**config.mk**
```make
export PLATFORM = sky130hd
export DESIGN_NAME = sfla_divider
export DESIGN_NICKNAME = d
export VERILOG_FILES = /design/src/design/sfla_pkg.sv /design/src/design/sfla_divider.sv
export SDC_FILE = /design/constraint.sdc
export NUM_CORES = 1
export LEC_CHECK = 0
export BUFFER_PORTS_ARGS = -buffer_cell sky130_fd_sc_hd__buf_2
export CAP_MARGIN = 25
export CORE_ASPECT_RATIO = 0.6
export CORE_MARGIN = 2
export CORE_UTILIZATION = 49
export CTS_CLUSTER_DIAMETER = 60
export DETAILED_ROUTE_END_ITERATION = 10
export PLACE_DENSITY = 0.72
export SYNTH_ARGS = -nofsm -noshare
export SYNTH_HDL_FRONTEND = slang
export SYNTH_SLANG_ARGS = --single-unit
export TNS_END_PERCENT = 100
```
**constraint.sdc**
```tcl
create_clock -name clk -period 2.4 [get_ports clk]
set_input_delay 0.48 -clock clk [delete_from_list [all_inputs] [get_ports clk]]
set_output_delay 0.48 -clock clk [all_outputs]
set_load 0.01 [all_outputs]
```
**src/design/sfla_pkg.sv**
```systemverilog
// Package for the slab free list allocator: request and response types,
// operation, status, configuration register and controller state codes.
// No dependencies; every other design file imports it.
package sfla_pkg;

  // Operation codes carried by a request
  typedef enum logic [1:0] {
    OP_ALLOC = 2'd0,
    OP_FREE  = 2'd1,
    OP_INIT  = 2'd2,
    OP_NOP   = 2'd3
  } op_t;

  // Status codes carried by a response
  typedef enum logic [2:0] {
    STATUS_OK        = 3'd0,
    STATUS_OUT_OF_MEM = 3'd1,
    STATUS_RANGE     = 3'd2,
    STATUS_MISALIGN  = 3'd3,
    STATUS_DOUBLE    = 3'd4,
    STATUS_CORRUPT   = 3'd5
  } status_t;

  // Configuration register indexes
  typedef enum logic [1:0] {
    CFG_BASE_ADDRESS = 2'd0,
    CFG_SLAB_BYTES   = 2'd1,
    CFG_SLAB_COUNT   = 2'd2,
    CFG_CHECK_ENABLE = 2'd3
  } cfg_index_t;

  // Controller states
  typedef enum logic [3:0] {
    ST_CLEAR,
    ST_IDLE,
    ST_INIT,
    ST_ALLOC_CHK,
    ST_FREE_RANGE,
    ST_FREE_DIV,
    ST_FREE_CHK,
    ST_DONE
  } state_t;

  // Field widths, divider steps and slab size bounds fixed by the interface
  localparam int ADDR_W      = 32;
  localparam int SIZE_W      = 17;
  localparam int COUNT_W     = 11;
  localparam int DIV_STEPS   = 32;
  localparam int DIV_CNT_W   = 6;
  localparam logic [SIZE_W-1:0] SIZE_MIN = 17'd4;
  localparam logic [SIZE_W-1:0] SIZE_MAX = 17'd65536;

  typedef struct packed {
    op_t               op;
    logic [ADDR_W-1:0] free_address;
  } in_req_t;

  typedef struct packed {
    logic [ADDR_W-1:0] slab_address;
    status_t           status;
  } out_rsp_t;

  // Divider result as seen by the controller
  typedef struct packed {
    logic              done;
    logic              rem_zero;
    logic [ADDR_W-1:0] quotient;
  } div_result_t;

endpackage

```
**src/design/sfla_divider.sv**
```systemverilog
// Iterative restoring divider: 32-bit byte offset by a 17-bit slab size,
// one quotient bit per cycle. Depends on sfla_pkg.
module sfla_divider (
  input  logic                        clk,
  input  logic                        rst,
  input  logic                        start,
  input  logic [sfla_pkg::ADDR_W-1:0] dividend,
  input  logic [sfla_pkg::SIZE_W-1:0] divisor,
  output sfla_pkg::div_result_t       result
);
  import sfla_pkg::*;

  logic [DIV_CNT_W-1:0] cnt;
  logic                 done;
  logic [SIZE_W-1:0]    rem;
  logic [ADDR_W-1:0]    quo;
  logic [SIZE_W-1:0]    dsr;
  logic [SIZE_W:0]      trial;

  // Trial subtract of the shifted partial remainder
  assign trial = {rem, quo[ADDR_W-1]} - {1'b0, dsr};

  // Step control
  always_ff @(posedge clk) begin
    if (rst) begin
      cnt  <= '0;
      done <= 1'b0;
    end else if (start) begin
      cnt  <= DIV_CNT_W'(DIV_STEPS);
      done <= 1'b0;
    end else if (cnt != '0) begin
      cnt  <= cnt - DIV_CNT_W'(1);
      done <= (cnt == DIV_CNT_W'(1));
    end else begin
      done <= 1'b0;
    end
  end

  // Shift one quotient bit in per step
  always_ff @(posedge clk) begin
    if (start) begin
      rem <= '0;
      quo <= dividend;
      dsr <= divisor;
    end else if (cnt != '0) begin
      if (!trial[SIZE_W]) begin
        rem <= trial[SIZE_W-1:0];
        quo <= {quo[ADDR_W-2:0], 1'b1};
      end else begin
        rem <= {rem[SIZE_W-2:0], quo[ADDR_W-1]};
        quo <= {quo[ADDR_W-2:0], 1'b0};
      end
    end
  end

  assign result.done     = done;
  assign result.rem_zero = (rem == '0);
  assign result.quotient = quo;

endmodule

```
==> flow_metrics.py <==
metrics = {
    "status": {
        "status": "finished with violations",
        "violations": "setup timing",
    },
    "detailed_routing": {
        "wl_met3_um": 758,
        "totalWireLength_um": 9570,
        "vias_per_cell": 5.41,
        "drc": 0,
        "wl_met1_um": 4540,
        "dr.max_layer_used": "met4",
        "route.met2.wl_um": 4150,
        "vias": 3158,
        "antenna_left": 0,
        "drt-pass1-iter-count": 5,
        "wl_per_cell_um": 16.4,
        "drtIter0Drc": 291,
    },
    "hold_path": {
        "hp-class": "input port to flip-flop",
        "min_path_cells": 1,
    },
    "worst_setup_path": {
        "crit-reg2reg-launch": "dsr[12]",
        "path_max_fanout": 8,
        "required_ns": 2.60,
        "critPathLaunch": "dsr[12]",
        "slowest_delay_ns": 0.35,
        "timing.reg2reg.setup_slack_ns": -0.05,
        "rr_endpoint": "rem[4]",
        "cp.arrival_ns": 2.66,
        "crit_type": "flip-flop to flip-flop",
        "startpoint_type": "flip-flop",
        "cp_cell_sequence": "inv_1 > ha_4 > a21oi_1 > o21a_1 > o221ai_2 > nor3_4 > xnor2_4 > buf_12 > mux2i_1 > a211oi_2",
        "setup.worst_path.end": "rem[4]",
        "cpMaxStageDelayCell": "edfxtp_1",
        "worstRegToRegCells": 10,
        "end_kind": "flip-flop",
    },
    "floorplanning": {
        "initial_core_util": 0.517,
        "dieWidth_um": 118,
        "num_rows": 24,
        "boundaryPins": 86,
        "dieHeight_um": 72.7,
        "core_mm2": 0.00745,
        "die_area_mm2": 0.00861,
    },
    "yosys": {
        "synth_fp_nets": 415,
        "synth_edf_count": 49,
        "ys.flop_type": "edfxtp_1",
        "async_reset_ff_frac": 0,
        "synth_seq_cells": 73,
        "seq_area_frac_synth": 0.507,
        "ys_types": 49,
        "synthesis.area_mm2": 0.00385,
        "syn-mean-instance-area_um2": 11.2,
        "synth_cells": 343,
        "yosys_warnings": 0,
    },
    "sta": {
        "worst_pin_slew_ns": 0.466,
        "timing.final.crit_share": 1.02,
        "maxSlewViolCount": 0,
        "slew_headroom": 0.686,
        "period_needed_ns": 2.45,
        "hold_viol_final": 0,
        "final.setup.worst_slack_ns": -0.0516,
        "rsz0062_at_grt": "true",
        "fin_worst_skew_ns": 0.00587,
        "setup_viol": 4,
        "fmax_mhz": 408,
    },
    "placed_design": {
        "place.gp.congestion": 0.984,
        "hpwl_um": 6840,
        "place_area_mm2": 0.00471,
        "port_buffers": 85,
    },
    "clocking": {
        "cts_tree": "done",
        "cts.sinks": 73,
        "numCtsBuffers": 9,
        "cts_max_path_buffers": 2,
        "insertion_delay_ns": 0.34,
        "clock-root-buffer": "clkbuf_16",
        "cts-htree-levels": 3,
        "clk_pin_slew_worst_paths_ns": 0.06,
    },
    "grt": {
        "grt_max_degree": 33,
        "antenna_found_initial": 0,
        "grt_usage": 0.227,
        "gr-total-overflow": 0,
        "grt_pass1_vias": 3021,
        "grt_pass1_wl_um": 14900,
    },
    "final_layout": {
        "syn2layout_area_growth_pct": 35.9,
        "final_common_cell": "buf_2",
        "num_antenna_cells": 0,
        "most-common-layout-cells": "85 x buf_2, 49 x edfxtp_1, 46 x buf_4",
        "final_cell_area_mm2": 0.00524,
        "final_layout_size_suffix_gt1_frac": 0.433,
        "finish.net_count": 547,
    },
    "job": {
        "max_cap_viol_count": 0,
    },
    "power": {
        "ir_drop_mv": 0.642,
        "p_leak_nw": 2.21,
        "power.total_mw": 6.79,
        "p_per_area_mw_per_mm2": 1300,
    },
}
==> synthesized netlist by cell type (2+ instances only) <==
| cell | n | area [um^2] |
|---|---|---|
| a2111oi_0 | 2 | 17.5 |
| a211oi_1 | 8 | 60.1 |
| a21o_1 | 2 | 15.0 |
| a21oi_1 | 20 | 100 |
| a22o_1 | 2 | 17.5 |
| a311oi_1 | 2 | 17.5 |
| a31oi_1 | 2 | 12.5 |
| a32oi_1 | 2 | 17.5 |
| clkbuf_1 | 10 | 37.5 |
| dfxtp_1 | 24 | 480 |
| edfxtp_1 | 49 | 1470 |
| ha_1 | 19 | 238 |
| inv_1 | 26 | 97.6 |
| mux2_2 | 31 | 349 |
| mux2i_1 | 14 | 140 |
| nand2_1 | 23 | 86.3 |
| nand2b_1 | 2 | 12.5 |
| nand3_1 | 4 | 20.0 |
| nand4_1 | 4 | 25.0 |
| nor2_1 | 28 | 105 |
| nor2b_1 | 2 | 12.5 |
| nor3_1 | 6 | 30.0 |
| nor4_1 | 5 | 31.3 |
| o2111ai_1 | 2 | 17.5 |
| o21a_1 | 5 | 37.5 |
| o21ai_0 | 13 | 65.1 |
| xnor2_1 | 10 | 87.6 |
| xor2_1 | 5 | 43.8 |
==> registers in the layout, indices dropped and copies added (netlist names) <==
signal / count
cnt: 6
done: 1
dsr: 17
rem: 17
quo: 32
==> layer usage <==
metal  GRT usage  vias up
met5           0        -
met4      0.0728        0
li1            -     1539
met1       0.324     1492
met3      0.0789       14
met2       0.326      113
==> critical path: cells and delay by family, from the launching register on <==
family,cells,cell delay (ns)
AO/OA/AOI/OAI,4,0.68
flip-flops,1,0.35
AND/OR/NAND/NOR,1,0.31
buffers and inverters,2,0.27
multiplexers,1,0.25
XOR/XNOR,1,0.24
adder cells (fa/ha/maj),1,0.21
==> kinds of logic (layout without fill, tap and decap cells) <==
family	after synthesis	count (layout)	share of synthesized area
multiplexers	45	45	0.127
flip-flops	73	73	0.507
AO/OA/AOI/OAI	68	68	0.117
AND/OR/NAND/NOR	83	83	0.101
adder cells (fa/ha/maj)	20	20	0.0669
buffers and inverters	38	175	0.0400
XOR/XNOR	16	16	0.0413
==> metrics by stage <==
| step | hold WS (ns) | utilization | instances | setup TNS, ns | setup slack (ns) |
|---|---|---|---|---|---|
| global placement | 0.500 | 0.633 | 565 | -0.0912 | -0.0617 |
| CTS | 0.307 | 0.693 | 583 | -0.00522 | -0.00514 |
| finish | 0.316 | 0.703 | 584 | -0.0890 | -0.0516 |
| detailed placement | 0.499 | 0.633 | 565 | -0.647 | -0.119 |
| floorplan | 0.469 | - | 343 | 0 | 0.0157 |
| global route | 0.307 | 0.703 | 584 | -1.47 | -0.140 |
==> worst min-delay path by stage <==
stage,start,end
final,divisor[10],dsr[10]
after global routing,divisor[13],dsr[13]
after CTS,divisor[2],dsr[2]
after detailed placement,rem[14],rem[14]
after global placement,rem[14],rem[14]
after floorplan,rem[11],rem[11]
==> area by class of cell <==
class / instances / area [um^2]
Timing Repair Buffer: 133 / 802
Tap cell: 104 / 130
Sequential cell: 73 / 1950
Fill cell: 552 / 2210
Clock buffer: 10 / 229
Clock inverter: 6 / 58.8
Inverter: 26 / 97.6
Multi-Input combinational cell: 232 / 1960
==> report_power, final <==
group | switching, mW | internal [mW] | leakage, nW | total [mW]
combinational | 1.78 | 1.70 | 1.38 | 3.48
clock | 0.497 | 0.797 | 0.138 | 1.29
sequential | 0.257 | 1.76 | 0.694 | 2.02
total | 2.54 | 4.25 | 2.21 | 6.79
==> timing repair <==
action	in CTS	in global routing
hold buffers	0	0
resized for setup	21	15
buffers inserted	2	1
endpoints found under the hold margin	0	0
pin swaps	9	8
endpoints found under the setup margin	16	19
(Power assumes the default switching activity.)
